===== config.mk =====
export PLATFORM = sky130hd
export DESIGN_NAME = pipeline_execute_alu_top
export DESIGN_NICKNAME = d
export VERILOG_FILES = /design/src/rtl/pea_pkg.sv /design/src/rtl/pipeline_execute_alu_top.sv
export SDC_FILE = /design/constraint.sdc
export NUM_CORES = 1
export LEC_CHECK = 0
export BUFFER_PORTS_ARGS = -buffer_cell sky130_fd_sc_hd__clkbuf_2
export CAP_MARGIN = 10
export CORE_MARGIN = 4
export CORE_UTILIZATION = 50
export DETAILED_ROUTE_END_ITERATION = 12
export GPL_ROUTABILITY_DRIVEN = 1
export PLACE_DENSITY = 0.72
export SLEW_MARGIN = 20
export SYNTH_ARGS = -nofsm -noshare
export SYNTH_HDL_FRONTEND = slang
export SYNTH_SLANG_ARGS = --single-unit
export TNS_END_PERCENT = 1

===== constraint.sdc =====
create_clock -name clk -period 9.37 [get_ports clk]
set_input_delay 0 -clock clk [delete_from_list [all_inputs] [get_ports clk]]
set_output_delay 0 -clock clk [all_outputs]
set_load 0.005 [all_outputs]

===== src/rtl/pea_pkg.sv =====
`default_nettype none

package pea_pkg;

    // Opcode / func codes
    localparam logic [5:0] OP_SPECIAL   = 6'd0;
    localparam logic [5:0] OP_SLTI      = 6'd24;
    localparam logic [5:0] OP_LUI       = 6'd39;
    localparam logic [5:0] OP_ZEXT_LO   = 6'd20;
    localparam logic [5:0] OP_ZEXT_HI   = 6'd22;
    localparam logic [5:0] FN_ALU_MIN   = 6'd16;
    localparam logic [5:0] FN_SLT       = 6'd24;
    localparam logic [5:0] FN_SLTU      = 6'd25;
    localparam logic [5:0] FN_SHIFT_MIN = 6'd37;

    // func[5:3] groups for shifts
    localparam logic [2:0] SH_GRP_SHAMT = 3'd4;
    localparam logic [2:0] SH_GRP_REG   = 3'd5;

    // 3-bit basic op codes
    localparam logic [2:0] BOP_ADD0 = 3'd0;
    localparam logic [2:0] BOP_ADD1 = 3'd1;
    localparam logic [2:0] BOP_SUB0 = 3'd2;
    localparam logic [2:0] BOP_SUB1 = 3'd3;
    localparam logic [2:0] BOP_AND  = 3'd4;
    localparam logic [2:0] BOP_OR   = 3'd5;
    localparam logic [2:0] BOP_XOR  = 3'd6;
    localparam logic [2:0] BOP_NOR  = 3'd7;

    // shift kinds in func[2:0]
    localparam logic [2:0] SH_SLL = 3'd5;
    localparam logic [2:0] SH_SRL = 3'd6;
    localparam logic [2:0] SH_SRA = 3'd7;

    typedef enum logic [3:0] {
        K_ADD,
        K_SUB,
        K_AND,
        K_OR,
        K_XOR,
        K_NOR,
        K_SLT,
        K_SLTU,
        K_SLL,
        K_SRL,
        K_SRA,
        K_LUI,
        K_ZERO
    } pea_kind_t;

    typedef struct packed {
        logic [31:0] instruction;
        logic [31:0] operand_a;
        logic [31:0] operand_b;
        logic [31:0] next_pc;
    } pea_req_t;

    typedef struct packed {
        logic [31:0] result;
        logic        branch_cond;
    } pea_rsp_t;

    // Decoded word leaving the first stage
    typedef struct packed {
        pea_kind_t   kind;
        logic [31:0] lhs;
        logic [31:0] rhs;
        logic [4:0]  amt;
        logic        cond;
    } pea_dec_t;

    // Partial results leaving the second stage
    typedef struct packed {
        pea_kind_t   kind;
        logic [31:0] sum;
        logic [31:0] logic_res;
        logic [31:0] shift_res;
        logic        less;
        logic        cond;
    } pea_exe_t;

endpackage

`default_nettype wire


===== src/rtl/pipeline_execute_alu_top.sv =====
`default_nettype none

// Execute-stage integer ALU. One word may be issued with start in every
// clock cycle; busy is tied low because nothing inside ever blocks. Each
// word comes back on response, marked by a one-cycle done strobe, in issue
// order. The three register stages are decode (immediate and operand
// select), execute (adder, compares, logic, barrel shifter) and result
// select; the stage count sets the latency. The receiver cannot stall, so
// response is valid only in the cycle done is high and must be captured
// then.
module pipeline_execute_alu_top (
    input  wire logic             clk,
    input  wire logic             rst_n,
    input  wire logic             start,
    output logic                  busy,
    input  wire pea_pkg::pea_req_t request,
    output logic                  done,
    output pea_pkg::pea_rsp_t     response
);

    import pea_pkg::*;

    // ------------------------------------------------------------------
    // Stage 1: decode
    // ------------------------------------------------------------------
    logic [5:0]  op;
    logic [5:0]  fn;
    logic [15:0] lo;
    logic [31:0] imm;
    logic        is_alu;
    logic        is_mem;
    pea_dec_t    dec_next;
    pea_dec_t    dec_reg;
    logic        v1_reg;

    assign op = request.instruction[31:26];
    assign fn = request.instruction[5:0];
    assign lo = request.instruction[15:0];

    // Logical immediates (andi/ori/xori rows) are zero-filled.
    assign imm = (op >= OP_ZEXT_LO && op <= OP_ZEXT_HI) ? {16'h0000, lo}
                                                        : {{16{lo[15]}}, lo};

    assign is_alu = (op == OP_SPECIAL && fn >= FN_ALU_MIN)
                 || (op[5:4] == 2'b01) || (op == OP_LUI);
    assign is_mem = (op[5:4] == 2'b10);

    always_comb
    begin
        dec_next.kind = K_ADD;
        dec_next.lhs  = request.operand_a;
        dec_next.rhs  = imm;
        dec_next.amt  = request.operand_a[4:0];
        dec_next.cond = 1'b0;
        if (is_alu)
        begin
            priority if (op == OP_SPECIAL && fn >= FN_SHIFT_MIN)
            begin
                dec_next.rhs = request.operand_b;
                dec_next.amt = (fn[5:3] == SH_GRP_SHAMT) ? request.instruction[10:6]
                                                         : request.operand_a[4:0];
                if (fn[5:3] != SH_GRP_SHAMT && fn[5:3] != SH_GRP_REG)
                    dec_next.kind = K_ZERO;
                else
                begin
                    unique case (fn[2:0])
                        SH_SLL:  dec_next.kind = K_SLL;
                        SH_SRL:  dec_next.kind = K_SRL;
                        SH_SRA:  dec_next.kind = K_SRA;
                        default: dec_next.kind = K_ZERO;
                    endcase
                end
            end
            else if (op == OP_SPECIAL && fn == FN_SLT)
            begin
                dec_next.kind = K_SLT;
                dec_next.rhs  = request.operand_b;
            end
            else if (op == OP_SLTI)
                dec_next.kind = K_SLT;
            else if (op == OP_SPECIAL && fn == FN_SLTU)
            begin
                dec_next.kind = K_SLTU;
                dec_next.rhs  = request.operand_b;
            end
            else if (op == OP_LUI)
            begin
                dec_next.kind = K_LUI;
                dec_next.rhs  = {lo, 16'h0000};
            end
            else
            begin
                // R-type takes func and rt, I-type takes opcode and imm
                if (op == OP_SPECIAL)
                    dec_next.rhs = request.operand_b;
                unique case ((op == OP_SPECIAL) ? fn[2:0] : op[2:0])
                    BOP_ADD0, BOP_ADD1: dec_next.kind = K_ADD;
                    BOP_SUB0, BOP_SUB1: dec_next.kind = K_SUB;
                    BOP_AND:            dec_next.kind = K_AND;
                    BOP_OR:             dec_next.kind = K_OR;
                    BOP_XOR:            dec_next.kind = K_XOR;
                    BOP_NOR:            dec_next.kind = K_NOR;
                    default:            dec_next.kind = K_ADD;
                endcase
            end
        end
        else if (!is_mem)
        begin
            // Branch path (also reserved opcodes): target and zero test.
            dec_next.lhs  = request.next_pc;
            dec_next.cond = (request.operand_a == 32'h0000_0000);
        end
    end

    // ------------------------------------------------------------------
    // Stage 2: execute
    // ------------------------------------------------------------------
    logic        do_sub;
    logic [31:0] add_rhs;
    pea_exe_t    exe_next;
    pea_exe_t    exe_reg;
    logic        v2_reg;

    assign do_sub  = (dec_reg.kind == K_SUB);
    assign add_rhs = do_sub ? ~dec_reg.rhs : dec_reg.rhs;

    always_comb
    begin
        exe_next.kind = dec_reg.kind;
        exe_next.cond = dec_reg.cond;
        exe_next.sum  = dec_reg.lhs + add_rhs + {31'd0, do_sub};

        unique case (dec_reg.kind)
            K_AND:   exe_next.logic_res = dec_reg.lhs & dec_reg.rhs;
            K_OR:    exe_next.logic_res = dec_reg.lhs | dec_reg.rhs;
            K_XOR:   exe_next.logic_res = dec_reg.lhs ^ dec_reg.rhs;
            default: exe_next.logic_res = ~(dec_reg.lhs | dec_reg.rhs);
        endcase

        if (dec_reg.kind == K_SLTU)
            exe_next.less = (dec_reg.lhs < dec_reg.rhs);
        else
            exe_next.less = ($signed(dec_reg.lhs) < $signed(dec_reg.rhs));

        unique case (dec_reg.kind)
            K_SLL:   exe_next.shift_res = dec_reg.rhs << dec_reg.amt;
            K_SRL:   exe_next.shift_res = dec_reg.rhs >> dec_reg.amt;
            K_SRA:   exe_next.shift_res = 32'($signed(dec_reg.rhs) >>> dec_reg.amt);
            K_LUI:   exe_next.shift_res = dec_reg.rhs;
            default: exe_next.shift_res = 32'h0000_0000;
        endcase
    end

    // ------------------------------------------------------------------
    // Stage 3: result select
    // ------------------------------------------------------------------
    pea_rsp_t rsp_next;
    pea_rsp_t rsp_reg;
    logic     v3_reg;

    always_comb
    begin
        rsp_next.branch_cond = exe_reg.cond;
        unique case (exe_reg.kind)
            K_ADD, K_SUB:               rsp_next.result = exe_reg.sum;
            K_AND, K_OR, K_XOR, K_NOR:  rsp_next.result = exe_reg.logic_res;
            K_SLT, K_SLTU:              rsp_next.result = {31'd0, exe_reg.less};
            default:                    rsp_next.result = exe_reg.shift_res;
        endcase
    end

    // Valid bits
    always_ff @(posedge clk or negedge rst_n)
    begin
        if (!rst_n)
        begin
            v1_reg <= 1'b0;
            v2_reg <= 1'b0;
            v3_reg <= 1'b0;
        end
        else
        begin
            v1_reg <= start;
            v2_reg <= v1_reg;
            v3_reg <= v2_reg;
        end
    end

    // Payload, no reset
    always_ff @(posedge clk)
    begin
        dec_reg <= dec_next;
        exe_reg <= exe_next;
        rsp_reg <= rsp_next;
    end

    assign busy     = 1'b0;
    assign done     = v3_reg;
    assign response = rsp_reg;

endmodule

`default_nettype wire


# After elaboration in Yosys (flattened, before gate mapping)
# Memories as Yosys holds them, arrays and structs flattened.
# Index checks and enable logic that the tools add are counted.
# classes
n_lt_le_gt_ge	6
eq_ne	28
n_bitwise	5
mul	0
n_div	0
addsub	2
muxes	25
shift	3
n_reduce_logical	15
# ops
op	n
32-bit 2-to-1 mux	10
32-bit one-hot mux with 3 select lines	2
32-bit one-hot mux with 4 select lines	1
32-bit less-than comparator	2
32-bit NOT	2
37-bit 2-to-1 mux	1
32-bit by 1-bit adder with 32-bit output	1
32-bit adder	1
32-bit AND	1
32-bit logical NOT	1
32-bit bitwise OR	1
32-bit by 5-bit << shifter with 32-bit output	1
32-bit by 5-bit right shift with 32-bit output	1
32-bit by 5-bit >>> shifter with 32-bit output	1
32-bit bitwise XOR	1
4-bit by 3-bit == test with 1-bit output, second input constant	6
4-bit 2-to-1 mux	6
6-bit by 5-bit == test with 1-bit output, second input constant	3
4-bit by 2-bit == test with 1-bit output, second input constant	4
4-bit == test, second input constant	4
3-bit == test, second input constant	4
6-bit by 5-bit >= comparator with 1-bit output, second input constant	2
5-bit 2-to-1 mux	2
3-bit one-hot mux with 3 select lines	1
other kinds (15)	25
# word_totals
inputBits	131
register_bits	212
latch_bits	0
elab_cells	101
romBits	24
out_inout_bits	35
ram_bits	0
mem_count	1
# memory_table
memory	depth	width	read_ports	rd_clocked_by_memory_dff	wr	line_no	text
(name not given)	8	3	1	0	0	pipeline_execute_alu_top.sv:96	unique case ((op == OP_SPECIAL) ? fn[2:0] : op[2:0])

# Longest topological paths before layout
# Gate-level depths: netlist of the first run.
# depth
ltp_word	10
depth_mapped	15
mapped_depth_nobuf	12

# Worst setup path after synthesis of the first run
# No wires, ideal clock.
# synth_path
kind	flip-flop to flip-flop
start	register dec_reg[71] (netlist bit)
end	register exe_reg[94] (netlist bit)
required_time_ps	9243
stages_incl_launch_ff	15
path_slack_ps	5818
setup_ps	127
n_path_buf	3
synth_period_minus_slack_ps	3552
arrival_time_ps	3425
cell_sequence	dfxtp_1 -> buf_2 -> nor4b_2 -> buf_4 -> clkbuf_1 -> mux2i_1 -> fa_1 -> nor2b_1 -> o211ai_1 -> a21boi_0 -> o21ai_0 -> a21oi_1 -> a21bo_2 -> a211oi_1 -> or3_1
# synth_rtl
element	line_no	text
start: declaration	pipeline_execute_alu_top.sv:33	pea_dec_t dec_reg;
start signal: assignment	pipeline_execute_alu_top.sv:192	dec_reg <= dec_next;
end signal: assignment	pipeline_execute_alu_top.sv:193	exe_reg <= exe_next;
end: declaration	pipeline_execute_alu_top.sv:121	pea_exe_t exe_reg;

==> tab_implementation.tex, run 1 <==
\begin{tabular}{lr}
\hline
Metric & Value \\
\hline
\multicolumn{2}{l}{\textbf{Outcome}} \\
Outcome & completed \\
\multicolumn{2}{l}{\textbf{Yosys}} \\
Flops \& latches, synth & 211 \\
Yosys warning count & 0 \\
Post-Synthesis Cell Area & 14960 um\^{}2 \\
Share of synthesized flip-flops with an asynchronous set or reset & 1.422\% \\
Mean area per synthesized cell & 8.605 um\^{}2 \\
Number of synthesized flops with an enable pin & 0 \\
Prevailing post-synth register cell & sky130\_fd\_sc\_hd\_\_dfxtp\_1 \\
Synth Net Count & 1999 \\
Sequential fraction of the synthesis area & 28.34\% \\
Netlist cell types & 79 \\
Synthesized instance count & 1738 \\
\multicolumn{2}{l}{\textbf{Detailed routing}} \\
DRC violation count after routing & 0 \\
Via count normalized by instance count & 6.331 \\
Initial drt markers & 1727 \\
Average routed wire per standard cell & 24.96 um \\
Detailed-routing iteration count for the pre-antenna-repair pass & 6 \\
Routed vias & 15160 \\
Final routed wirelength across all metal layers & 59750 um \\
Post-detailed-route count of antenna-violating nets & 0 \\
\multicolumn{2}{l}{\textbf{Timing}} \\
Slew margin rel. & 29.31\% \\
Min Tclk post-route & 4.371 ns \\
RSZ-0062 raised after global routing & no \\
Number of pins with negative max-slew slack in the final report & 0 \\
Fin crit share & 46.65\% \\
Final setup viols & 0 \\
Final Skew & 0.01544 ns \\
Actual transition at the worst max-transition pin & 1.047 ns \\
Setup TNS & 0 ns \\
Highest attainable clock frequency & 0.2288 GHz \\
Post-Route Hold Slack & 0.08084 ns \\
Final hold violation count & 0 \\
\multicolumn{2}{l}{\textbf{Critical path}} \\
Chain of cells forming the critical path & nor4b\_4 -> buf\_4 -> xnor2\_1 -> inv\_1 -> fa\_1 -> nor2b\_1 -> o211ai\_1 -> a21boi\_0 -> o21ai\_0 -> a21oi\_1 -> a21bo\_2 -> a211oi\_1 -> or3\_1 \\
Startpoint Class & flip-flop \\
Largest stage delay, worst path & 0.51 ns \\
Arrival time at the worst endpoint & 4.78 ns \\
Slowest stage cell, crit path & sky130\_fd\_sc\_hd\_\_buf\_4 \\
Required time at the worst-slack endpoint & 9.77 ns \\
CP endpoint kind & flip-flop \\
Crit-path max FO & 34 \\
Start-to-end type of the worst setup path & reg -> reg \\
Reg-to-reg startpoint & dec\_reg[72] \\
Worst reg-to-reg setup slack & 5.00 ns \\
Worst setup startpoint & dec\_reg[72] \\
\multicolumn{2}{l}{\textbf{Final layout}} \\
Flip-flop count of the largest register after layout & 101 \\
Register Area & 4250 um\^{}2 \\
Core Util, Final & 62.01\% \\
Area of combinational cells with multiple inputs & 9809 um\^{}2 \\
Area grow syn2layout & 22.55\% \\
Number of nets in the layout & 2249 \\
Highest-count cells in the layout ignoring fill and taps & 201 x sky130\_fd\_sc\_hd\_\_dfxtp\_1, 158 x sky130\_fd\_sc\_hd\_\_nor2\_1, 154 x sky130\_fd\_sc\_hd\_\_clkbuf\_2 \\
Most frequent standard cell in the layout excluding fill and tap cells & sky130\_fd\_sc\_hd\_\_dfxtp\_1 \\
Share of post-route cells with drive strength above 1 & 17.73\% \\
Count of fill cells added during filler insertion & 2468 \\
Layout Cell Area excl Fill & 18330 um\^{}2 \\
\multicolumn{2}{l}{\textbf{CTS}} \\
CTS tree & yes \\
Maximum root-to-sink buffer count & 3 \\
Clock buffer count from CTS & 24 \\
Source-to-sink clock delay at the later pin of the worst-skew pair & 0.53 ns \\
Clock input transition at the sequential cells of the worst setup and hold paths & 0.06 ns \\
Number of buffers inserted by post-CTS setup repair & 0 \\
Clk root buf & sky130\_fd\_sc\_hd\_\_clkbuf\_16 \\
CTS resizes & 0 \\
CTS Sinks & 211 \\
Clock H-tree levels & 1 \\
\multicolumn{2}{l}{\textbf{Global routing}} \\
Global-route congestion overflow total & 0 \\
Initial antenna violation count & 4 \\
Maximum number of pins on one net before global-route repair & 74 \\
Global-route wire length before repair & 88840 um \\
All-Layer GR Usage & 34.69\% \\
Via count of the first global-routing pass & 14530 \\
\multicolumn{2}{l}{\textbf{Placement}} \\
GPL Wtd Cong & 1.034 \\
DP HPWL & 40500 um \\
Placed cell area & 16060 um\^{}2 \\
Port Buf Inserts & 154 \\
\multicolumn{2}{l}{\textbf{Die}} \\
Standard cell core area & 29560 um\^{}2 \\
Die height & 181.0 um \\
Number of rows created at floorplan & 63 \\
Initial Util & 50.59\% \\
DIE AREA & 32740 um\^{}2 \\
Die X-Extent & 181.0 um \\
I/O pin count & 166 \\
\multicolumn{2}{l}{\textbf{Power}} \\
Worst supply voltage drop on vdd & 128.8 uV \\
Pwr dens & 169.4 nW/um\^{}2 \\
Lkg Pwr & 7.895 nW \\
\multicolumn{2}{l}{\textbf{Hold path}} \\
Min-Delay Startpoint & request[124] \\
Hold crit path type & in -> reg \\
\multicolumn{2}{l}{\textbf{Job}} \\
Max Cap Violations & 0 \\
\hline
\end{tabular}
-- layer usage --
metal  global-route usage, %  wire (um)  vias to the layer above
li1                        -          -                     6794
met1                   45.29      23690                     7153
met2                   54.24      26030                      989
met3                   9.603       6703                      216
met4                   14.74       3292                        4
met5                       0         33                        -
-- layout make-up --
| class | instances | area share, % |
|---|---|---|
| diodes | 2 | 0.02731 |
| clock buffers | 29 | 3.604 |
| clock inverters | 11 | 0.3618 |
| inverters | 121 | 2.478 |
| multi-input cells | 1284 | 53.52 |
| flip-flops and latches | 211 | 23.19 |
| well taps | 390 | 2.662 |
| repair buffers | 346 | 14.16 |
-- per-stage QoR --
| step | total power, mW | setup slack [ns] | std cells |
|---|---|---|---|
| after floorplan | 1.784 | 5.818 | 1738 |
| after global placement | 2.136 | 5.132 | 2199 |
| after detailed placement | 2.154 | 5.072 | 2199 |
| after CTS | 3.083 | 5.060 | 2392 |
| after global routing | 3.245 | 4.742 | 2394 |
| final | 3.104 | 4.999 | 2394 |
-- cells in the mapped netlist, drive strengths merged (5+ instances only) --
cell type / instances / area [um^2]
dfxtp: 208 / 4164
nor2: 159 / 596.8
a21oi: 137 / 685.7
ha: 129 / 1614
nand2: 127 / 476.7
inv: 121 / 454.2
o21ai: 114 / 578.1
clkbuf: 91 / 341.6
mux2i: 80 / 800.8
xnor2: 49 / 429.2
mux4: 47 / 1059
a211oi: 46 / 345.3
mux2: 44 / 495.5
a221o: 38 / 380.4
buf: 31 / 150.2
nor3: 30 / 160.2
a21o: 26 / 195.2
a22oi: 21 / 157.7
nand2b: 21 / 133.9
nor4: 18 / 112.6
a31oi: 14 / 93.84
o211ai: 14 / 105.1
o22ai: 13 / 81.33
nor2b: 12 / 75.07
xor2: 12 / 105.1
o21a: 11 / 82.58
nand3: 10 / 50.05
nand4: 10 / 62.56
and3: 7 / 43.79
o21bai: 7 / 52.55
a211o: 6 / 52.55
o311ai: 6 / 52.55
or3: 6 / 37.54
o32ai: 5 / 43.79
or2: 5 / 31.28
-- worst max-delay path: cells and delay by family, from the launching register on --
| family | cells | cell delay, ns |
|---|---|---|
| DFF | 1 | 0.46 |
| AOI/OAI and AO/OA | 6 | 1.72 |
| and+or+nand+nor | 3 | 0.84 |
| adders and majority gates | 1 | 0.41 |
| buffers and inverters | 2 | 0.59 |
| xor gates and xnor gates | 1 | 0.22 |
-- repair_timing --
item / 4_1_cts / 5_1_grt
hold buffers: 153 / 0
setup endpoints to repair: 0 / 0
hold endpoints to repair: 78 / 0
-- where the power goes --
group | switching [mW] | total (mW) | leakage [nW] | internal (mW)
Clock | 0.381 | 0.882 | 0.366 | 0.500
Combinational | 0.583 | 1.04 | 5.76 | 0.458
Sequential | 0.113 | 1.18 | 1.77 | 1.07
-- kinds of logic after synthesis --
logic type	after synthesis	synth area share, %
AOI/OAI and AO/OA	503	22.32
xor gates and xnor gates	61	3.572
adders and majority gates	130	10.93
buffers and inverters	243	6.325
DFF	211	28.34
muxes	171	15.75
other	1	0.02507
and+or+nand+nor	418	12.74
-- path summary, 6_finish.rpt --
kind | to | depth (start not counted)
min | dec_reg[72] | 5
max | exe_reg[94] | 13
max reg2reg | exe_reg[94] | 13
min reg2reg | response[0] | 0
max in group asynchronous | v2_reg | 3
min in group asynchronous | done | 3
(Power assumes the default switching activity.)
==> run 2, diff against run 1 <==
Settings changed: PLACE_DENSITY 0.72 to 0.74.
Clock period 9.37 ns to 3.69 ns, I/O delays scaled along.
==> tab_implementation.tex, run 2 (synthesized netlist as in run 1, its figures left out) <==
\begin{tabular}{lr}
\hline
Metric & Value \\
\hline
\multicolumn{2}{l}{\textbf{Die}} \\
Initial Util & 50.59\% (unchanged) \\
Die height & 181.0 um (unchanged) \\
Die X-Extent & 181.0 um (unchanged) \\
Number of rows created at floorplan & 63 (unchanged) \\
DIE AREA & 32740 um\^{}2 (unchanged) \\
Standard cell core area & 29560 um\^{}2 (unchanged) \\
I/O pin count & 166 (unchanged) \\
\multicolumn{2}{l}{\textbf{Timing}} \\
Crit path setup slack, layout & 0.2140 ns (-4.785 ns) \\
Fin crit share & 94.20\% (+48 points) \\
Post-Route Hold Slack & 0.06282 ns (-0.01802 ns) \\
Slew margin rel. & 26.09\% (-3.2 points) \\
RSZ-0062 raised after global routing & no \\
Setup TNS & 0 ns (unchanged) \\
Number of pins with negative max-slew slack in the final report & 0 (unchanged) \\
Actual transition at the worst max-transition pin & 1.104 ns (+0.05674 ns) \\
Final hold violation count & 0 (unchanged) \\
Final setup viols & 0 (unchanged) \\
Highest attainable clock frequency & 0.2877 GHz (+26\%) \\
Min Tclk post-route & 3.476 ns (-0.8950 ns) \\
Final Skew & 0.03729 ns (+0.02185 ns) \\
\multicolumn{2}{l}{\textbf{Hold path}} \\
End point of the most critical hold path & dec\_reg[26] \\
Min-Delay Startpoint & request[100] \\
Hold crit path type & in -> reg \\
Number of cells on the worst hold path & 3 (-2) \\
\multicolumn{2}{l}{\textbf{Final layout}} \\
Number of nets in the layout & 2305 (+2.5\%) \\
Highest-count cells in the layout ignoring fill and taps & 201 x sky130\_fd\_sc\_hd\_\_dfxtp\_1, 158 x sky130\_fd\_sc\_hd\_\_nor2\_1, 154 x sky130\_fd\_sc\_hd\_\_clkbuf\_2 \\
Area grow syn2layout & 26.09\% \\
Flip-flop count of the largest register after layout & 101 (unchanged) \\
Core Util, Final & 63.79\% (+1.8 points) \\
Share of post-route cells with drive strength above 1 & 19.95\% (+2.2 points) \\
Most frequent standard cell in the layout excluding fill and tap cells & sky130\_fd\_sc\_hd\_\_dfxtp\_1 \\
Layout Cell Area excl Fill & 18860 um\^{}2 (+2.9\%) \\
\multicolumn{2}{l}{\textbf{Outcome}} \\
Outcome & completed \\
\multicolumn{2}{l}{\textbf{Power}} \\
Lkg Pwr & 8.204 nW (+3.9\%) \\
Worst supply voltage drop on vdd & 340.1 uV (+160\%) \\
Pwr dens & 431.7 nW/um\^{}2 (+150\%) \\
\multicolumn{2}{l}{\textbf{CTS}} \\
Clock H-tree levels & 1 (unchanged) \\
CTS tree & yes \\
Clk root buf & sky130\_fd\_sc\_hd\_\_clkbuf\_16 \\
Source-to-sink clock delay at the later pin of the worst-skew pair & 0.54 ns (about the same) \\
CTS Sinks & 211 (unchanged) \\
Maximum root-to-sink buffer count & 3 (unchanged) \\
Clock buffer count from CTS & 24 (unchanged) \\
Clock input transition at the sequential cells of the worst setup and hold paths & 0.06 ns (about the same) \\
Number of buffers inserted by post-CTS setup repair & 0 (unchanged) \\
\multicolumn{2}{l}{\textbf{Critical path}} \\
Crit-path max FO & 11 (-68\%) \\
Worst-case reg-to-reg path depth & 12 (-1) \\
Reg-to-reg startpoint & dec\_reg[73] \\
Worst reg-to-reg setup slack & 0.21 ns (-4.78 ns) \\
Endpoint of the worst register-to-register path & exe\_reg[94] \\
CP endpoint kind & flip-flop \\
Arrival time at the worst endpoint & 3.89 ns (-0.89 ns) \\
Required time at the worst-slack endpoint & 4.10 ns (-5.67 ns) \\
Start-to-end type of the worst setup path & reg -> reg \\
Startpoint Class & flip-flop \\
\multicolumn{2}{l}{\textbf{Global routing}} \\
Maximum number of pins on one net before global-route repair & 79 (+6.8\%) \\
M3 GR Usage & 9.483\% (-0.12 points) \\
Global-route congestion overflow total & 0 (unchanged) \\
Initial antenna violation count & 3 (-1) \\
Via count of the first global-routing pass & 15020 (+3.4\%) \\
GRT busiest layer & met2 \\
Global-route wire length before repair & 91940 um (+3.5\%) \\
All-Layer GR Usage & 35.72\% (+1.0 points) \\
Met2 GRT Util & 54.76\% (+0.52 points) \\
Met1 Resource Use GR & 47.96\% (+2.7 points) \\
\multicolumn{2}{l}{\textbf{Placement}} \\
DP HPWL & 43160 um (+6.6\%) \\
Placed cell area & 16540 um\^{}2 (+3.0\%) \\
Post-Place Worst Slack & 0.2377 ns (-4.834 ns) \\
GPL Wtd Cong & 1.022 (-1.1\%) \\
Port Buf Inserts & 154 (unchanged) \\
\multicolumn{2}{l}{\textbf{Detailed routing}} \\
Routed vias & 15580 (+2.8\%) \\
Detailed-routing iteration count for the pre-antenna-repair pass & 7 (+1) \\
DRC violation count after routing & 0 (unchanged) \\
Average routed wire per standard cell & 24.77 um (-0.75\%) \\
Final routed wirelength across all metal layers & 60720 um (+1.6\%) \\
Post-detailed-route count of antenna-violating nets & 0 (unchanged) \\
Via count normalized by instance count & 6.357 (+0.41\%) \\
Initial drt markers & 2131 (+23\%) \\
\multicolumn{2}{l}{\textbf{Job}} \\
Max Cap Violations & 0 (unchanged) \\
\hline
\end{tabular}
[run 2: cell count changes in the layout (fill, tap and decap cells not counted), sizes merged]
cell         delta
clkbuf          +4
buf            +57
inv             -2
bufinv          +2
clkinv          -2
diode           -1
dlygate4sd3     -1
[run 2: power breakdown]
part           total [mW]  switching (mW)  internal, mW  leakage, nW
logic                2.81            1.58          1.24         6.05
clock network        2.37           0.954          1.42        0.382
registers            2.95           0.236          2.72         1.77
total                8.14            2.76          5.38         8.20
[run 2: worst max-delay path by stage]
stage                       end  slack, ns         from  depth (start not counted)
detailed placement  exe_reg[94]       0.24  dec_reg[73]                         12
finish              exe_reg[94]       0.21  dec_reg[73]                         12
global route        exe_reg[95]       0.02  dec_reg[73]                         13
global placement    exe_reg[94]       0.29  dec_reg[73]                         12
floorplan           exe_reg[94]       0.14  dec_reg[71]                         14
CTS                 exe_reg[94]       0.22  dec_reg[73]                         12
[run 2: repair_timing]
action / in CTS / in global routing
resized for setup: 0 / 1
setup endpoints to repair: 0 / 1
hold buffers: 152 / 0
endpoints found under the hold margin: 78 / 0
[run 2: worst max-delay path, stage by stage (launching register included)]
cell                       delay [ns]
sky130_fd_sc_hd__dfxtp_1         0.33
sky130_fd_sc_hd__nor4b_4         0.42
sky130_fd_sc_hd__buf_4           0.30
sky130_fd_sc_hd__xnor2_1         0.16
sky130_fd_sc_hd__ha_1            0.34
sky130_fd_sc_hd__a21o_1          0.22
sky130_fd_sc_hd__a21o_1          0.20
sky130_fd_sc_hd__a211oi_2        0.32
sky130_fd_sc_hd__nor2b_1         0.18
sky130_fd_sc_hd__a21oi_1         0.13
sky130_fd_sc_hd__a21bo_2         0.30
sky130_fd_sc_hd__and4b_1         0.18
sky130_fd_sc_hd__or3_1           0.29
[run 2: metrics by stage]
| step | total power, mW | instances |
|---|---|---|
| after floorplan | 4.530 | 1738 |
| after global routing | 8.492 | 2450 |
| after detailed placement | 5.557 | 2256 |
| after CTS | 8.053 | 2450 |
| after global placement | 5.504 | 2256 |
| final | 8.140 | 2451 |
[run 2: area by class of cell]
type | instances | area [um^2]
multi-input cells | 1284 | 9827
flip-flops and latches | 211 | 4250
clock inverters | 9 | 108.9
diodes | 1 | 2.502
repair buffers | 402 | 3050
well taps | 390 | 488.0
inverters | 121 | 454.2
clock buffers | 33 | 675.6
fillers | 2366 | 10700
[run 2: routing by layer]
layer  vias up  part of all wire (%)
met5         -                  0.11
met4         6                   5.6
met3       216                    13
met2      1175                    43
met1      7260                    39
li1       6924                     -
==> run 3, diff against run 2 <==
Settings changed: ABC_AREA set to 1.
==> tab_implementation.tex, run 3 <==
\begin{tabular}{lr}
\hline
Metric & Value \\
\hline
\multicolumn{2}{l}{\textbf{Outcome}} \\
Outcome & completed \\
\multicolumn{2}{l}{\textbf{Timing}} \\
Final Skew & 0.02191 ns (-0.01538 ns) \\
Number of pins with negative max-slew slack in the final report & 0 (unchanged) \\
Actual transition at the worst max-transition pin & 1.138 ns (+0.03382 ns) \\
Crit path setup slack, layout & 0.4259 ns (+0.2118 ns) \\
Min Tclk post-route & 3.264 ns (-0.2118 ns) \\
Fin crit share & 88.46\% (-5.7 points) \\
RSZ-0062 raised after global routing & no \\
Highest attainable clock frequency & 0.3064 GHz (+6.5\%) \\
Setup TNS & 0 ns (unchanged) \\
Final hold violation count & 0 (unchanged) \\
Final setup viols & 0 (unchanged) \\
Slew margin rel. & 23.69\% (-2.4 points) \\
\multicolumn{2}{l}{\textbf{Final layout}} \\
ANT cells & 0 (-1) \\
Share of post-route cells with drive strength above 1 & 10.61\% (-9.3 points) \\
Area of combinational cells with multiple inputs & 9423 um\^{}2 (-4.1\%) \\
Area grow syn2layout & 23.55\% \\
Register Area & 4242 um\^{}2 (-0.21\%) \\
Count of fill cells added during filler insertion & 2606 (+10\%) \\
Flip-flop count of the largest register after layout & 101 (unchanged) \\
Most frequent standard cell in the layout excluding fill and tap cells & sky130\_fd\_sc\_hd\_\_nand2\_1 \\
Highest-count cells in the layout ignoring fill and taps & 681 x sky130\_fd\_sc\_hd\_\_nand2\_1, 280 x sky130\_fd\_sc\_hd\_\_nand3\_1, 242 x sky130\_fd\_sc\_hd\_\_inv\_1 \\
Number of nets in the layout & 2847 (+24\%) \\
\multicolumn{2}{l}{\textbf{Critical path}} \\
CP endpoint kind & flip-flop \\
Reg-to-reg startpoint & dec\_reg[71] \\
Largest stage delay, worst path & 0.62 ns (+0.20 ns) \\
Crit-path max FO & 33 (+22) \\
Start-to-end type of the worst setup path & in -> reg \\
Slowest stage cell, crit path & sky130\_fd\_sc\_hd\_\_and3\_1 \\
Worst setup startpoint & request[124] \\
Required time at the worst-slack endpoint & 4.16 ns (+0.06 ns) \\
Arrival time at the worst endpoint & 3.73 ns (-0.16 ns) \\
Startpoint Class & input port \\
Top cell by count, worst path & sky130\_fd\_sc\_hd\_\_dlygate4sd3\_1 \\
Chain of cells forming the critical path & dlygate4sd3\_1 -> clkbuf\_2 -> nand2\_1 -> nor2\_1 -> and3\_1 -> clkinv\_2 -> nand3\_1 -> o21ai\_0 -> dlygate4sd3\_1 -> o21ai\_0 -> dlygate4sd3\_1 \\
\multicolumn{2}{l}{\textbf{Die}} \\
I/O pin count & 166 (unchanged) \\
Die height & 181.7 um (+0.43\%) \\
Die X-Extent & 181.7 um (+0.43\%) \\
DIE AREA & 33030 um\^{}2 (+0.87\%) \\
Initial Util & 50.79\% (+0.19 points) \\
Standard cell core area & 29720 um\^{}2 (+0.53\%) \\
Number of rows created at floorplan & 63 (unchanged) \\
\multicolumn{2}{l}{\textbf{Detailed routing}} \\
Routed met2 length & 26850 um (+3.1\%) \\
Average routed wire per standard cell & 22.34 um (-9.8\%) \\
DRC violation count after routing & 0 (unchanged) \\
Highest routed layer & met4 \\
Initial drt markers & 2257 (+5.9\%) \\
Post-detailed-route count of antenna-violating nets & 0 (unchanged) \\
Met3 wirelength from detailed routing & 7709 um (+0.82\%) \\
Metal1 wirelength & 27450 um (+17\%) \\
Final routed wirelength across all metal layers & 66840 um (+10\%) \\
Detailed-routing iteration count for the pre-antenna-repair pass & 6 (-1) \\
Routed vias & 17720 (+14\%) \\
Via count normalized by instance count & 5.921 (-6.9\%) \\
\multicolumn{2}{l}{\textbf{CTS}} \\
Source-to-sink clock delay at the later pin of the worst-skew pair & 0.54 ns (about the same) \\
Number of buffers inserted by post-CTS setup repair & 0 (unchanged) \\
Clock input transition at the sequential cells of the worst setup and hold paths & 0.06 ns (about the same) \\
CTS Sinks & 211 (unchanged) \\
CTS tree & yes \\
Clock buffer count from CTS & 24 (unchanged) \\
Clk root buf & sky130\_fd\_sc\_hd\_\_clkbuf\_16 \\
CTS resizes & 0 (unchanged) \\
Maximum root-to-sink buffer count & 3 (unchanged) \\
Clock H-tree levels & 1 (unchanged) \\
\multicolumn{2}{l}{\textbf{Global routing}} \\
Initial antenna violation count & 2 (-1) \\
Global-route wire length before repair & 99280 um (+8.0\%) \\
Via count of the first global-routing pass & 16930 (+13\%) \\
Global-route congestion overflow total & 0 (unchanged) \\
Maximum number of pins on one net before global-route repair & 69 (-13\%) \\
All-Layer GR Usage & 38.56\% (+2.8 points) \\
\multicolumn{2}{l}{\textbf{Yosys}} \\
Synth top area cells & sky130\_fd\_sc\_hd\_\_dfxtp\_1 28\%, sky130\_fd\_sc\_hd\_\_nand2\_1 17\%, sky130\_fd\_sc\_hd\_\_ha\_1 11\% \\
Number of synthesized flops with an enable pin & 0 (unchanged) \\
Synthesized instance count & 2306 (+33\%) \\
Mean area per synthesized cell & 6.545 um\^{}2 (-24\%) \\
Prevailing post-synth register cell & sky130\_fd\_sc\_hd\_\_dfxtp\_1 \\
Flops \& latches, synth & 211 (unchanged) \\
Synth Net Count & 2567 (+28\%) \\
Top cell type's share of synthesized area & 27.59\% (-0.25 points) \\
Most frequent cells after synthesis & 681 x sky130\_fd\_sc\_hd\_\_nand2\_1, 280 x sky130\_fd\_sc\_hd\_\_nand3\_1, 244 x sky130\_fd\_sc\_hd\_\_inv\_1 \\
Sequential fraction of the synthesis area & 28.09\% (-0.26 points) \\
Most frequent cell after synthesis & sky130\_fd\_sc\_hd\_\_nand2\_1 \\
Share of synthesized flip-flops with an asynchronous set or reset & 1.422\% (unchanged) \\
Cell taking the most area after synthesis & sky130\_fd\_sc\_hd\_\_dfxtp\_1 \\
Netlist cell types & 52 (-34\%) \\
Post-Synthesis Cell Area & 15090 um\^{}2 (+0.91\%) \\
Yosys warning count & 0 (unchanged) \\
\multicolumn{2}{l}{\textbf{Hold path}} \\
Hold crit path type & in -> reg \\
Min-Delay Startpoint & request[101] \\
\multicolumn{2}{l}{\textbf{Placement}} \\
GPL Wtd Cong & 1.063 (+4.0\%) \\
Post-Place Worst Slack & 0.7007 ns (+0.4630 ns) \\
DP HPWL & 47960 um (+11\%) \\
Port Buf Inserts & 154 (unchanged) \\
\multicolumn{2}{l}{\textbf{Power}} \\
Lkg Pwr & 9.373 nW (+14\%) \\
Pwr dens & 435.6 nW/um\^{}2 (+0.91\%) \\
Worst supply voltage drop on vdd & 282.0 uV (-17\%) \\
\multicolumn{2}{l}{\textbf{Job}} \\
Max Cap Violations & 0 (unchanged) \\
\hline
\end{tabular}
## run 3: cell types whose count changed after synthesis, moves of 47 or more
| cell | before | now |
|---|---|---|
| sky130_fd_sc_hd__a21oi_1 | 137 | 90 |
| sky130_fd_sc_hd__nand2_1 | 127 | 681 |
| sky130_fd_sc_hd__inv_1 | 120 | 244 |
| sky130_fd_sc_hd__mux4_2 | 47 | 0 |
| sky130_fd_sc_hd__mux2i_1 | 80 | 10 |
| sky130_fd_sc_hd__nand3_1 | 10 | 280 |
## run 3: cell type report
class	count	area share, %
clock inverter	12	0.8656
clock buffer	30	3.503
timing repair buffer	359	14.59
inverter	255	5.147
multi-input combinational	1735	50.53
sequential	211	22.75
tap	390	2.617
## run 3: report_power, final
group	internal, mW	leakage, nW	switching (mW)
registers	2.72	1.77	0.263
logic	1.01	7.20	1.65
clock network	1.47	0.396	1.01
## run 3: routing by layer
metal  GRT usage [%]  vias up
met4           20.56        0
met1           52.48     8061
li1                -     8148
met3           8.534      252
met2           56.95     1254
met5               0        -
## run 3: logic make-up (layout without fill, tap and decap cells)
kind of cell / count (synthesis) / count (layout) / synth area share, %
compound gates: 389 / 389 / 15.57
xor+xnor: 52 / 52 / 3.018
fa+ha+maj: 130 / 130 / 10.83
buf+inv: 360 / 656 / 9.642
flops: 211 / 211 / 28.09
mux: 10 / 10 / 0.6633
other cells: 1 / 1 / 0.02485
simple gates: 1153 / 1153 / 32.17
## run 3: final timing paths
kind / end / slack [ns] / cells past startpoint
setup / recovery: dec_reg[27] / 0.43 / 11
max in group asynchronous: done / 3.20 / 3
hold / removal: dec_reg[71] / 0.06 / 4
min in group asynchronous: v2_reg / 0.33 / 3
setup reg to reg: exe_reg[87] / 0.60 / 11
hold reg to reg: response[0] / 0.34 / 0
## run 3: timing repair
| action | 4_1_cts | 5_1_grt |
|---|---|---|
| setup endpoints to repair | 0 | 0 |
| hold buffers | 156 | 0 |
| hold endpoints to repair | 77 | 0 |
## run 3: worst max-delay path: cells and delay by family
kind | cells | cell delay [ns]
buf+inv | 5 | 2.35
simple gates | 4 | 1.08
compound gates | 2 | 0.30
## run 3: through the flow
stage	area, um^2	instances	utilization, %	power [mW]	hold WS, ns
finish	18650	2992	62.75	8.122	0.06202
detailed placement	16240	2793	54.66	5.386	-0.2011
global route	18650	2992	62.75	8.506	0.06588
CTS	18620	2991	62.65	7.978	0.008894
floorplan	15090	2306	-	4.429	-0.2956
global placement	16240	2793	54.66	5.344	-0.2059
